## src/design/itrw_pkg.sv

```systemverilog
// Package for the I2C target register window: opcodes, result source codes,
// the access request struct, size constants and the fixed text ROM contents.
// No dependencies.
package itrw_pkg;

  // Default sizes of the register map
  localparam int REG_BYTES_DEF    = 64;
  localparam int RW_START_DEF     = 32;
  localparam int TXLEN_OFFSET_DEF = 40;
  localparam int TEXT_BYTES_DEF   = 288;
  localparam int TEXT_BASE_DEF    = 96;
  localparam int MAX_PAYLOAD_DEF  = 512;

  // Field and counter widths
  localparam int OP_W        = 3;
  localparam int HADDR_W     = 6;
  localparam int BYTE_W      = 8;
  localparam int PTR_W       = 8;
  localparam int COUNT_W     = 10;
  localparam int COUNT_LIMIT = 1023;
  localparam int SPAN_W      = 11;   // pointer plus count, no wrap
  localparam int STORE_AW    = 7;    // store address, enough for 96 bytes
  localparam int TEXT_IDX_W  = 9;    // text offset, enough for 512 bytes

  typedef enum logic [OP_W-1:0] {
    OP_BUS_WR   = 3'd0,
    OP_WR_STOP  = 3'd1,
    OP_BUS_RD   = 3'd2,
    OP_RD_STOP  = 3'd3,
    OP_HOST_WR  = 3'd4,
    OP_HOST_RD  = 3'd5
  } op_t;

  typedef enum logic [1:0] {
    SRC_ZERO,
    SRC_STORE,
    SRC_TEXT
  } src_t;

  // One item's access to the store and the text ROM, plus stop pulses
  typedef struct packed {
    logic                  we;
    logic                  re;
    logic [STORE_AW-1:0]   addr;
    logic [BYTE_W-1:0]     wdata;
    src_t                  src;
    logic [TEXT_IDX_W-1:0] text_idx;
    logic                  st;
    logic                  rf;
  } itrw_req_t;

  // Fixed text, without its terminating nul
  localparam int TEXT_LEN = 287;
  localparam logic [8*TEXT_LEN-1:0] TEXT_ROM = {
    "This device complies with part 15 of the Furry Communications\n",
    "Commission Rules. Operation is subject to the following two\n",
    "conditions: (1) This device may not cause harmful awoos, and\n",
    "(2) this device must accept any hugs and scritches, including\n",
    "those that may cause undesired attention.\n"
  };

  // Text byte at an offset; zero past the end of the string
  function automatic logic [BYTE_W-1:0] text_byte(input logic [TEXT_IDX_W-1:0] idx);
    logic [BYTE_W-1:0] b;
    b = '0;
    if (int'(idx) < TEXT_LEN) begin
      b = TEXT_ROM[8*(TEXT_LEN-1-int'(idx)) +: 8];
    end
    return b;
  endfunction

endpackage

```

## src/design/itrw_ram.sv

```systemverilog
// Generic single-port synchronous RAM with a registered read.
// No dependencies.
module itrw_ram #(
  parameter int WIDTH = 8,
  parameter int DEPTH = 64
) (
  input  logic                     clk,
  input  logic                     we,
  input  logic                     re,
  input  logic [$clog2(DEPTH)-1:0] addr,
  input  logic [WIDTH-1:0]         wdata,
  output logic [WIDTH-1:0]         rdata
);

  logic [WIDTH-1:0] mem_r [DEPTH];
  logic [WIDTH-1:0] rdata_r;

  // Write or read one entry per cycle
  always_ff @(posedge clk) begin
    if (we) begin
      mem_r[addr] <= wdata;
    end else if (re) begin
      rdata_r <= mem_r[addr];
    end
  end

  assign rdata = rdata_r;

endmodule

```

## src/design/itrw_text_rom.sv

```systemverilog
// Registered read port on the fixed text ROM.
// Depends on itrw_pkg for the text contents.
module itrw_text_rom
  import itrw_pkg::*;
(
  input  logic                  clk,
  input  logic                  en,
  input  logic [TEXT_IDX_W-1:0] idx,
  output logic [BYTE_W-1:0]     q
);

  logic [BYTE_W-1:0] q_r;

  // Look up the text byte and register it
  always_ff @(posedge clk) begin
    if (en) begin
      q_r <= text_byte(idx);
    end
  end

  assign q = q_r;

endmodule

```

## src/design/itrw_ctrl.sv

```systemverilog
// Byte engine of the register window: pointer, write and read counts,
// address decode into store / zero / text, and the write-stop pulses.
// Depends on itrw_pkg.
module itrw_ctrl
  import itrw_pkg::*;
#(
  parameter int REG_BYTES    = REG_BYTES_DEF,
  parameter int RW_START     = RW_START_DEF,
  parameter int TXLEN_OFFSET = TXLEN_OFFSET_DEF,
  parameter int TEXT_BYTES   = TEXT_BYTES_DEF,
  parameter int TEXT_BASE    = TEXT_BASE_DEF,
  parameter int MAX_PAYLOAD  = MAX_PAYLOAD_DEF
) (
  input  logic               clk,
  input  logic               rst_n,
  input  logic               acc,
  input  logic [OP_W-1:0]    opcode,
  input  logic [HADDR_W-1:0] host_address,
  input  logic [BYTE_W-1:0]  data_byte,
  output itrw_req_t          req
);

  localparam int WCAP = (MAX_PAYLOAD + 1 > COUNT_LIMIT) ? COUNT_LIMIT : MAX_PAYLOAD + 1;
  localparam int RCAP = (MAX_PAYLOAD > COUNT_LIMIT) ? COUNT_LIMIT : MAX_PAYLOAD;

  logic [PTR_W-1:0]   ptr_r, ptr_nxt;
  logic [COUNT_W-1:0] wcnt_r, wcnt_nxt;
  logic [COUNT_W-1:0] rcnt_r, rcnt_nxt;

  logic [SPAN_W-1:0]  wr_addr, rd_addr, text_off;
  logic [COUNT_W-1:0] n_pay;
  logic [SPAN_W-1:0]  span_lo, span_end, span_hi;

  // Addresses of the next payload byte and the next read byte
  assign wr_addr  = SPAN_W'(ptr_r) + SPAN_W'(wcnt_r) - SPAN_W'(1);
  assign rd_addr  = SPAN_W'(ptr_r) + SPAN_W'(rcnt_r);
  assign text_off = rd_addr - SPAN_W'(TEXT_BASE);

  // Span of the finished write, clipped to the read-write window
  assign n_pay    = wcnt_r - COUNT_W'(1);
  assign span_lo  = (SPAN_W'(ptr_r) > SPAN_W'(RW_START)) ? SPAN_W'(ptr_r) : SPAN_W'(RW_START);
  assign span_end = SPAN_W'(ptr_r) + SPAN_W'(n_pay);
  assign span_hi  = (span_end > SPAN_W'(REG_BYTES)) ? SPAN_W'(REG_BYTES) : span_end;

  // Decode the item into a store access and the next pointer and counts
  always_comb begin
    req          = '0;
    req.src      = SRC_ZERO;
    req.wdata    = data_byte;
    ptr_nxt      = ptr_r;
    wcnt_nxt     = wcnt_r;
    rcnt_nxt     = rcnt_r;
    unique case (opcode)
      OP_BUS_WR: begin
        if (wcnt_r == '0) begin
          ptr_nxt = data_byte;
        end else if (int'(wcnt_r) < WCAP) begin
          if (wr_addr >= SPAN_W'(RW_START) && wr_addr < SPAN_W'(REG_BYTES)) begin
            req.we   = 1'b1;
            req.addr = STORE_AW'(wr_addr);
          end
        end
        if (int'(wcnt_r) < WCAP) begin
          wcnt_nxt = wcnt_r + COUNT_W'(1);
        end
      end
      OP_WR_STOP: begin
        if (wcnt_r == '0) begin
          ptr_nxt = '0;
        end else begin
          if (n_pay != '0 && span_lo < span_hi) begin
            if (SPAN_W'(ptr_r) <= SPAN_W'(TXLEN_OFFSET) && span_hi > SPAN_W'(TXLEN_OFFSET)) begin
              req.st = 1'b1;
            end else begin
              req.rf = 1'b1;
            end
          end
          ptr_nxt = span_end[PTR_W-1:0];
        end
        wcnt_nxt = '0;
      end
      OP_BUS_RD: begin
        if (int'(rcnt_r) < RCAP) begin
          if (rd_addr < SPAN_W'(REG_BYTES)) begin
            req.re   = 1'b1;
            req.addr = STORE_AW'(rd_addr);
            req.src  = SRC_STORE;
          end else if (rd_addr >= SPAN_W'(TEXT_BASE) && text_off < SPAN_W'(TEXT_BYTES)) begin
            req.src      = SRC_TEXT;
            req.text_idx = TEXT_IDX_W'(text_off);
          end
          rcnt_nxt = rcnt_r + COUNT_W'(1);
        end
      end
      OP_RD_STOP: begin
        ptr_nxt  = ptr_r + rcnt_r[PTR_W-1:0];
        rcnt_nxt = '0;
      end
      OP_HOST_WR: begin
        if (int'(host_address) < REG_BYTES) begin
          req.we   = 1'b1;
          req.addr = STORE_AW'(host_address);
        end
      end
      OP_HOST_RD: begin
        if (int'(host_address) < REG_BYTES) begin
          req.re   = 1'b1;
          req.addr = STORE_AW'(host_address);
          req.src  = SRC_STORE;
        end
      end
      default: begin
      end
    endcase
  end

  // Commit pointer and counts on an accepted item
  always_ff @(posedge clk) begin
    if (!rst_n) begin
      ptr_r  <= '0;
      wcnt_r <= '0;
      rcnt_r <= '0;
    end else if (acc) begin
      ptr_r  <= ptr_nxt;
      wcnt_r <= wcnt_nxt;
      rcnt_r <= rcnt_nxt;
    end
  end

endmodule

```

## src/design/i2c_target_register_window.sv

```systemverilog
// Top level of the I2C target register window: byte engine, register store
// RAM with per-byte valid bits, text ROM and the result registers.
// Depends on itrw_pkg, itrw_ctrl, itrw_ram and itrw_text_rom.
//
// Usage: the bus side of an I2C target presents one byte event per item on
// in_opcode / in_host_address / in_data_byte and raises start; the item is
// taken at a clock edge where start is high and busy is low. The same port
// carries host reads and writes of the register store.
// Each item gives exactly one result, shown on out_read_data,
// out_start_transmit and out_beacon_refresh for one cycle while out_strobe
// is high, in the cycle right after the item is taken.
// A new item may be taken every cycle: the store RAM is read or written once
// per item at its accept edge, and its registered read feeds the result.
// The receiver cannot stall; each result is gone after its strobe cycle.
// Reset (rst_n low, synchronous) clears the pointer, both byte counts and
// the store's valid bits, so every store byte reads zero until written; no
// clearing pass runs. busy stays high for the reset cycles and the first
// edge after, then low.
module i2c_target_register_window
  import itrw_pkg::*;
#(
  parameter int REG_BYTES    = REG_BYTES_DEF,
  parameter int RW_START     = RW_START_DEF,
  parameter int TXLEN_OFFSET = TXLEN_OFFSET_DEF,
  parameter int TEXT_BYTES   = TEXT_BYTES_DEF,
  parameter int TEXT_BASE    = TEXT_BASE_DEF,
  parameter int MAX_PAYLOAD  = MAX_PAYLOAD_DEF
) (
  input  logic               clk,
  input  logic               rst_n,
  input  logic               start,
  output logic               busy,
  input  logic [OP_W-1:0]    in_opcode,
  input  logic [HADDR_W-1:0] in_host_address,
  input  logic [BYTE_W-1:0]  in_data_byte,
  output logic               out_strobe,
  output logic [BYTE_W-1:0]  out_read_data,
  output logic               out_start_transmit,
  output logic               out_beacon_refresh
);

  localparam int AW = $clog2(REG_BYTES);

  logic              busy_r;
  logic              acc;
  itrw_req_t         req;
  logic [BYTE_W-1:0] ram_q, text_q;
  logic              vld_r [REG_BYTES];
  logic              vld_q_r;
  logic              strobe_r;
  src_t              src_r;
  logic              st_r, rf_r;

  assign acc  = start && !busy_r;
  assign busy = busy_r;

  // Hold off items through reset
  always_ff @(posedge clk) begin
    if (!rst_n) begin
      busy_r <= 1'b1;
    end else begin
      busy_r <= 1'b0;
    end
  end

  itrw_ctrl #(
    .REG_BYTES    (REG_BYTES),
    .RW_START     (RW_START),
    .TXLEN_OFFSET (TXLEN_OFFSET),
    .TEXT_BYTES   (TEXT_BYTES),
    .TEXT_BASE    (TEXT_BASE),
    .MAX_PAYLOAD  (MAX_PAYLOAD)
  ) u_ctrl (
    .clk          (clk),
    .rst_n        (rst_n),
    .acc          (acc),
    .opcode       (in_opcode),
    .host_address (in_host_address),
    .data_byte    (in_data_byte),
    .req          (req)
  );

  itrw_ram #(
    .WIDTH (BYTE_W),
    .DEPTH (REG_BYTES)
  ) u_store (
    .clk   (clk),
    .we    (acc && req.we),
    .re    (acc && req.re),
    .addr  (req.addr[AW-1:0]),
    .wdata (req.wdata),
    .rdata (ram_q)
  );

  itrw_text_rom u_text (
    .clk (clk),
    .en  (acc && req.src == SRC_TEXT),
    .idx (req.text_idx),
    .q   (text_q)
  );

  // Mark written store bytes; unwritten ones read as zero
  always_ff @(posedge clk) begin
    if (!rst_n) begin
      for (int i = 0; i < REG_BYTES; i++) begin
        vld_r[i] <= 1'b0;
      end
    end else if (acc && req.we) begin
      vld_r[req.addr[AW-1:0]] <= 1'b1;
    end
  end

  // Sample the valid bit alongside the RAM read
  always_ff @(posedge clk) begin
    if (acc && req.re) begin
      vld_q_r <= vld_r[req.addr[AW-1:0]];
    end
  end

  // Result registers: one result per accepted item
  always_ff @(posedge clk) begin
    if (!rst_n) begin
      strobe_r <= 1'b0;
      src_r    <= SRC_ZERO;
      st_r     <= 1'b0;
      rf_r     <= 1'b0;
    end else begin
      strobe_r <= acc;
      src_r    <= acc ? req.src : SRC_ZERO;
      st_r     <= acc && req.st;
      rf_r     <= acc && req.rf;
    end
  end

  // Select the returned byte
  always_comb begin
    case (src_r)
      SRC_STORE: out_read_data = vld_q_r ? ram_q : '0;
      SRC_TEXT:  out_read_data = text_q;
      default:   out_read_data = '0;
    endcase
  end

  assign out_strobe         = strobe_r;
  assign out_start_transmit = st_r;
  assign out_beacon_refresh = rf_r;

  // Every accepted item yields a strobe in the next cycle
  a_strobe_follows: assert property (@(posedge clk) disable iff (!rst_n)
    acc |=> out_strobe)
    else $error("accepted item produced no result strobe");

  // No strobe without an accepted item
  a_no_stray_strobe: assert property (@(posedge clk) disable iff (!rst_n)
    out_strobe |-> $past(acc))
    else $error("result strobe without an accepted item");

  // Stop pulses are exclusive and come only with a strobe
  a_pulse_excl: assert property (@(posedge clk) disable iff (!rst_n)
    (out_start_transmit || out_beacon_refresh) |->
      (out_strobe && !(out_start_transmit && out_beacon_refresh)))
    else $error("bad write-stop pulse");

  // Store accesses stay inside the store
  a_store_range: assert property (@(posedge clk) disable iff (!rst_n)
    (acc && (req.we || req.re)) |-> (int'(req.addr) < REG_BYTES))
    else $error("store access out of range");

endmodule

```

## config.mk

```make
export PLATFORM = sky130hd
export DESIGN_NAME = i2c_target_register_window
export DESIGN_NICKNAME = d
export VERILOG_FILES = /design/src/design/itrw_pkg.sv /design/src/design/itrw_ram.sv /design/src/design/itrw_text_rom.sv /design/src/design/itrw_ctrl.sv /design/src/design/i2c_target_register_window.sv
export SDC_FILE = /design/constraint.sdc
export NUM_CORES = 1
export LEC_CHECK = 0
export ABC_CLOCK_PERIOD_IN_PS = 11880
export BUFFER_PORTS_ARGS = -buffer_cell sky130_fd_sc_hd__buf_2
export CAP_MARGIN = 5
export CORE_ASPECT_RATIO = 0.9
export CORE_MARGIN = 10
export CORE_UTILIZATION = 46
export DETAILED_ROUTE_END_ITERATION = 7
export PLACE_DENSITY = 0.62
export SLEW_MARGIN = 5
export SYNTH_ARGS = -nofsm -noshare
export SYNTH_HDL_FRONTEND = slang
export SYNTH_SLANG_ARGS = --single-unit
```

## constraint.sdc

```tcl
create_clock -name clk -period 11.88 [get_ports clk]
set_clock_uncertainty 0.2 [all_clocks]
set_input_delay 1.188 -clock clk [delete_from_list [all_inputs] [get_ports clk]]
set_output_delay 1.188 -clock clk [all_outputs]
set_load 0.05 [all_outputs]
```

Word level (Yosys, flattened, before mapping)
Memories as Yosys holds them, arrays and structs flattened. A register that Yosys moved wholly into a read port is not among the register bits.
Cells that the tools add are included.
{"block": "classes", "addsub": 10, "n_lt_le_gt_ge": 13, "eq_ne": 11, "shifts": 1, "mux": 41, "n_bitwise": 1, "n_reduce_logical": 24}
{"operator": "$shiftx A2296 B32 Y8 const A", "n": 1}
{"operator": "$mux W8", "n": 6}
{"operator": "$pmux W10 S2", "n": 2}
{"operator": "$add A8 B10 Y11", "n": 3}
{"operator": "$mux W11", "n": 3}
{"operator": "$mux W6", "n": 4}
{"operator": "$pmux W8 S3", "n": 1}
{"operator": "$lt A11 B7 Y1 const B", "n": 2}
{"operator": "$add A10 B1 Y10 const B", "n": 2}
{"operator": "$lt A10 B10 Y1 const B", "n": 2}
{"operator": "$mux W10", "n": 2}
{"operator": "$mux W9", "n": 2}
{"operator": "$pmux W6 S3", "n": 1}
{"operator": "$pmux W8 S2", "n": 1}
{"operator": "$mux W1", "n": 12}
{"operator": "$ge A11 B6 Y1 const B", "n": 1}
{"operator": "$ge A11 B7 Y1 const B", "n": 1}
{"operator": "$gt A11 B6 Y1 const B", "n": 1}
{"operator": "$gt A11 B7 Y1 const B", "n": 1}
{"operator": "$lt A11 B11 Y1", "n": 1}
{"operator": "$lt A11 B9 Y1 const B", "n": 1}
{"operator": "$sub A11 B1 Y11 const B", "n": 1}
{"operator": "$sub A11 B7 Y11 const B", "n": 1}
{"operator": "$logic_and A1 B1 Y1", "n": 10}
{"operator": "26 further kinds", "n": 39}
{"block": "word_totals", "register_bits": 42, "mem_bits_rw": 576, "mem_count": 2}
{"memory": "u_store.mem_r", "words": 64, "word_bits": 8, "read_ports": 1, "rd_clocked_by_memory_dff": 1, "wr": 1, "line_no": "itrw_ram.sv:15", "rtl": "logic [WIDTH-1:0] mem_r [DEPTH];"}
{"memory": "vld_r", "words": 64, "word_bits": 1, "read_ports": 1, "rd_clocked_by_memory_dff": 1, "wr": 64, "line_no": "i2c_target_register_window.sv:48", "rtl": "logic vld_r [REG_BYTES];"}

Logic depth before layout (Yosys ltp)
{"block": "logic_depth", "word_depth": 14, "mapped_depth": 29, "mapped_depth_nobuf": 24}

Cells and area by module
Synthesis repeated with hierarchy kept, for this count alone.
{"block": "unflattened", "hier_cells": 2580, "hier_area_um2": 30949.7}
{"module": "itrw_ram", "n_inst": 1, "cells_per_inst": 1175, "area_per_inst_um2": 20435.8, "seq_area_each_um2": 15615.0}
{"module": "itrw_ctrl", "n_inst": 1, "cells_per_inst": 510, "area_per_inst_um2": 3819.9, "seq_area_each_um2": 560.5}
{"module": "itrw_text_rom", "n_inst": 1, "cells_per_inst": 571, "area_per_inst_um2": 3663.5, "seq_area_each_um2": 210.2}
{"module": "i2c_target_register_window", "n_inst": 1, "cells_per_inst": 324, "area_per_inst_um2": 3030.4, "seq_area_each_um2": 1431.4}

Least setup slack after synthesis
OpenSTA, ideal clock, no wires.
{"block": "synth_timing", "kind": "register -> register", "startpoint": "reg u_ctrl.rcnt_r[0]", "endpoint": "reg u_text.q_r[2] (netlist: u_text.q[2]) (data pin)", "setup_ns": 0.132, "arrival_time_ns": 6.427, "t_required_ns": 11.548, "path_slack_ns": 5.121, "stages_incl_launch_ff": 27, "path_buffers": 5, "synth_period_minus_slack_ns": 6.759, "cell_sequence": "dfxtp_1 > ha_1 > fa_1 > a211o_1 > a41o_4 > xnor2_4 > inv_2 > ha_1 > clkbuf_1 > o311a_1 > buf_6 > nand2_1 > buf_2 > buf_1 > nor2_1 > ha_1 > and2_1 > and2_1 > xnor2_1 > o21ai_0 > or3_4 > buf_2 > a2bb2oi_1 > o32ai_2 > o22ai_1 > a2111oi_2 > o41a_1"}
{"block": "synth_between", "elab_chain_len": 10, "elab_cells_between_ends": 14, "cone_classes": "3 x add/sub; 5 x order compare; 1 x shift; 4 x mux; 1 x reduce/logical"}
{"item": "from (decl)", "line_no": "itrw_ctrl.sv:28", "rtl": "logic [COUNT_W-1:0] rcnt_r, rcnt_nxt;"}
{"item": "from (signal assigned)", "line_no": "itrw_ctrl.sv:126", "rtl": "rcnt_r <= rcnt_nxt;"}
{"item": "$add A8 B10 Y11", "line_no": "itrw_ctrl.sv:36", "rtl": "assign rd_addr = SPAN_W'(ptr_r) + SPAN_W'(rcnt_r);"}
{"item": "$sub A11 B7 Y11", "line_no": "itrw_ctrl.sv:37", "rtl": "assign text_off = rd_addr - SPAN_W'(TEXT_BASE);"}
{"item": "$lt A11 B9 Y1", "line_no": "itrw_ctrl.sv:88", "rtl": "end else if (rd_addr >= SPAN_W'(TEXT_BASE) && text_off < SPAN_W'(TEXT_BYTES)) begin"}
{"item": "$logic_and A1 B1 Y1", "line_no": "itrw_ctrl.sv:88"}
{"item": "$mux W11", "line_no": "itrw_ctrl.sv:88"}
{"item": "$mux W9", "line_no": "itrw_ctrl.sv:84", "rtl": "if (rd_addr < SPAN_W'(REG_BYTES)) begin"}
{"item": "$mux W11 (*)", "line_no": "itrw_ctrl.sv:83", "rtl": "if (int'(rcnt_r) < RCAP) begin"}
{"item": "$mux W9 (*)", "line_no": "itrw_ctrl.sv:53", "rtl": "unique case (opcode)"}
{"item": "$sub A9 B9 Y10", "line_no": "itrw_pkg.sv:67", "rtl": "b = TEXT_ROM[8*(TEXT_LEN-1-int'(idx)) +: 8];"}
{"item": "$shiftx A2296 B32 Y8", "line_no": "itrw_pkg.sv:67"}
{"item": "to (signal assigned)", "line_no": "itrw_text_rom.sv:17", "rtl": "q_r <= text_byte(idx);"}
{"item": "to (decl)", "line_no": "itrw_text_rom.sv:12", "rtl": "logic [BYTE_W-1:0] q_r;"}
Mark *: on every way between the ends. The rest lies on a longest branch, timed or not.
A chain may end at the register's enable or synchronous reset.

Worst setup path after layout
{"block": "layout_timing", "startpoint": "reg u_ctrl.rcnt_r[0]", "endpoint": "reg u_text.q_r[1] (netlist: u_text.q[1]) (data pin)"}
Same word-level chain as after synthesis.

==> results.md <==
* Status: finished clean
* Synthesized cell area at ~30000 µm²
* Peak clock frequency supported by timing at around 110 MHz
* Worst hold path type: reg -> reg
* Met1 Use GR at 0.385
* Htree depth at 3
* Clock sinks at between 600 and 700
* Post-CTS repair timing setup buffer count at 0
* Number of flops mapped to enable cells by yosys at between 500 and 600
* Post-Syn Instances at approximately 2700
* Slew margin rel. at 0.209
* Wire per inst at about 32 µm
* Register bit total from synthesis at around 630
* Vertical extent of the die at about 260 µm
* Final total negative setup slack at 0 ps
* Congestion Overflow GR at 0
* Core footprint at 65500 µm²
* Fraction of the cycle the final worst path needs at 0.746
* Total of max-cap violations at 0
* Clock Path Buffers at 3
* First-pass GRT wire length at 164 mm
* Maximum number of pins on one net before global-route repair at 66
* Instance area after placement at 31600 µm²
* Required arrival time at the worst endpoint at 12110 ps
* Final standard cell utilization of the core at 0.517
* Routed wire length at about 110 mm
* Seq/Total Area, Yosys at 0.587
* Nets@finish at between 2000 and 3000
* Count of pins over their slew limit at 0
* Cts repair resizes at 0
* Final setup vio count at 0
* FFs w/ async S/R, synth at 0
* Data arrival time of the critical path at roughly 9000 ps
* Clock latency on the worst-skew pair at 620 ps
* Fraction of final layout cells sized beyond drive strength 1 at 0.110
* Slack of the critical path at ~3000 ps
* Largest fanout on the critical path at 58
* Placement-stage worst setup slack at about 3200 ps
* Number of vias in the routed layout at about 24000
* Net count after synthesis at around 2700
* Initial standard-cell utilization of the core at 0.464
* Peak supply drop at between 0.15 and 0.2 mV
* Clock slew seen by the registers of the worst setup and hold paths at 70 ps
* DP HPWL at between 70 and 80 mm
* Power density over cell area at ~140 nW/µm²
* Most frequent cells in the layout: sky130_fd_sc_hd__edfxtp_1 (528), sky130_fd_sc_hd__nor2_1 (321), sky130_fd_sc_hd__nand2_1 (236)
* Crit Path Category: reg -> reg
* DR pass1 iterations at 8
* Buffers added on ports at 31
* Number of unique standard cell types used by synthesis at roughly 110
* Final standard cell area without fillers at between 30000 and 40000 µm²
* CTS tree: yes
* Nature of the critical path endpoint: flop
* Number of cell rows at 89
* ANT nets after route at 0
* Worst Tran Pin Value at about 1200 ps
* GRT Max-Usage Layer: met2
* Total count of hold-check failures in the final report at 0
* Most used DFF post-synth: sky130_fd_sc_hd__edfxtp_1
* Warnings, synthesis at 0
* Total design power at between 4000 and 5000 µW
* I/O pin count at 32
* GRT met3 Usage at 0.0680
* Routing usage on met2 at 0.436
* CTS Root Buffer Type: sky130_fd_sc_hd__clkbuf_16
* Die outline area at 76700 µm²
* DR vias/cell at just under 7
* Leakage component of the power at 0.0111 µW
* Chip Width at about 290 µm
* Mean instance size in the synthesized netlist at roughly 11 µm²
* Hold buffers post-CTS at 0
* Number of global-route vias before repair at roughly 23000
* 1st-iter DRT viols at between 3000 and 4000
* RSZ-0062 raised after global routing: no
* Total global routing track utilization at 0.285
* Growth of design area from synthesis to finish at 11.3%
* Final critical-path required period at 8870 ps
* Final Wtd Congestion at between 0.9 and 1
* Number of remaining DRC errors at 0
* Most common library cell in the layout ignoring fill and taps: sky130_fd_sc_hd__edfxtp_1
* Number of buffers created by CTS at 66
* Crit start category: flop
* Number of antenna violations at the first check in global routing at 2
-- critical path, cell delays in order, from the launching register on --
cell                       delay, ps
sky130_fd_sc_hd__dfxtp_1         350
sky130_fd_sc_hd__ha_2            230
sky130_fd_sc_hd__fa_1            510
sky130_fd_sc_hd__a211o_1         390
sky130_fd_sc_hd__a41o_4          330
sky130_fd_sc_hd__xnor2_4         190
sky130_fd_sc_hd__inv_2           120
sky130_fd_sc_hd__a22oi_4         310
sky130_fd_sc_hd__mux2i_4         310
sky130_fd_sc_hd__o311a_1         190
sky130_fd_sc_hd__buf_4           300
sky130_fd_sc_hd__nand2_1         560
sky130_fd_sc_hd__inv_1           670
sky130_fd_sc_hd__ha_2            290
sky130_fd_sc_hd__buf_4           530
sky130_fd_sc_hd__and2_1          360
sky130_fd_sc_hd__and2_1          240
sky130_fd_sc_hd__xnor2_1         130
sky130_fd_sc_hd__buf_4           220
sky130_fd_sc_hd__o21ai_1         210
sky130_fd_sc_hd__and3_1          520
sky130_fd_sc_hd__or3_1           440
sky130_fd_sc_hd__a21oi_1         130
sky130_fd_sc_hd__a211oi_1         90
sky130_fd_sc_hd__or4_4           550
sky130_fd_sc_hd__a221oi_2        270
-- metrics by stage --
| step | cells | hold slack (ps) |
|---|---|---|
| 6_report | 3593 | 268 |
| 5_1_grt | 3592 | 282 |
| 4_1_cts | 3592 | 268 |
| 3_5_place_dp | 3471 | 253 |
| 3_3_place_gp | 3471 | 246 |
| 2_1_floorplan | 2667 | 240 |
-- per-layer routing --
layer	part of all wire	up-vias
met5	0.00024	-
met4	0.045	4
met3	0.11	311
met2	0.44	1651
met1	0.40	12084
li1	-	10375
-- registers in the layout, summed over array words and instances, names as in the netlist --
name                cells
u_store.mem_r         512
vld_r                  64
u_ctrl.rcnt_r          10
u_ctrl.wcnt_r          10
u_ctrl.ptr_r            8
u_store.rdata           8
u_text.q                7
src_r                   2
busy                    1
out_beacon_refresh      1
out_start_transmit      1
out_strobe              1
vld_q_r                 1
-- power by group --
group / internal [µW] / switching, µW
registers: 2380 / 3.08
logic: 93.6 / 258
clock network: 1170 / 894
total: 3640 / 1150
-- layout make-up --
class                   count  area, µm²
diodes                      1       2.50
clock buffers              83       1780
clock inverters            38        405
fillers                  5674      31700
inverters                  60        225
multi-input cells        1803      11700
flip-flops and latches    626      17800
well taps                 864       1080
repair buffers            118        808
-- path summary, 6_finish.rpt --
path                            cells past startpoint  slack [ps]                     startpoint                        end
worst max register to register                     25        3010  u_ctrl.rcnt_r[0]$_SDFFE_PN0P_  u_text.q[1]$_SDFFCE_PP0P_
worst max-delay path                               25        3010  u_ctrl.rcnt_r[0]$_SDFFE_PN0P_  u_text.q[1]$_SDFFCE_PP0P_
worst min-delay path                                2         270              vld_r[43]$_DFF_P_          vld_r[43]$_DFF_P_
worst min register to register                      2         270              vld_r[43]$_DFF_P_          vld_r[43]$_DFF_P_
-- synthesized netlist by cell type, drive strengths merged, types with 8 or more instances --
cell       n  area, µm²
a2111oi    8       76.3
o211ai    22        170
nand4     13       81.3
a22oi     88        674
dfxtp     98       1960
nor2     325       1220
and3      13       81.3
o21a      22        165
a32oi     10       87.6
o2111ai   12        105
a311oi    10       87.6
and2       9       56.3
a211oi    26        213
xnor2     44        419
o2bb2ai    9       78.8
mux2      13        146
o41ai     10        106
o31ai     20        196
o221ai    16        140
a22o      34        298
nand2    238        898
or3       11       73.8
a222oi    11        110
a31oi     79        494
a21oi    143        723
xor2      15        131
a221o     12        120
ha        53        663
a221oi    78        689
nand2b    12       75.1
a21o      20        150
clkbuf   114        429
buf       64        342
o21ai    113        569
nand3     55        275
nor3      56        318
inv       60        225
edfxtp   528      15900
o22ai     18        113
nor2b     12       75.1
mux2i     44        453
nor4      26        203
-- cell families (layout without fill, tap and decap cells) --
family | after synthesis | after routing | synth area share
buffers and inverters | 238 | 299 | 0.0328
adder cells (fa/ha/maj) | 56 | 56 | 0.0238
flip-flops | 626 | 626 | 0.587
other | 1 | 2 | 0.000123
AO/OA/AOI/OAI | 833 | 833 | 0.200
XOR/XNOR | 60 | 60 | 0.0189
multiplexers | 57 | 57 | 0.0197
AND/OR/NAND/NOR | 796 | 796 | 0.118
(Power assumes the default switching activity.)
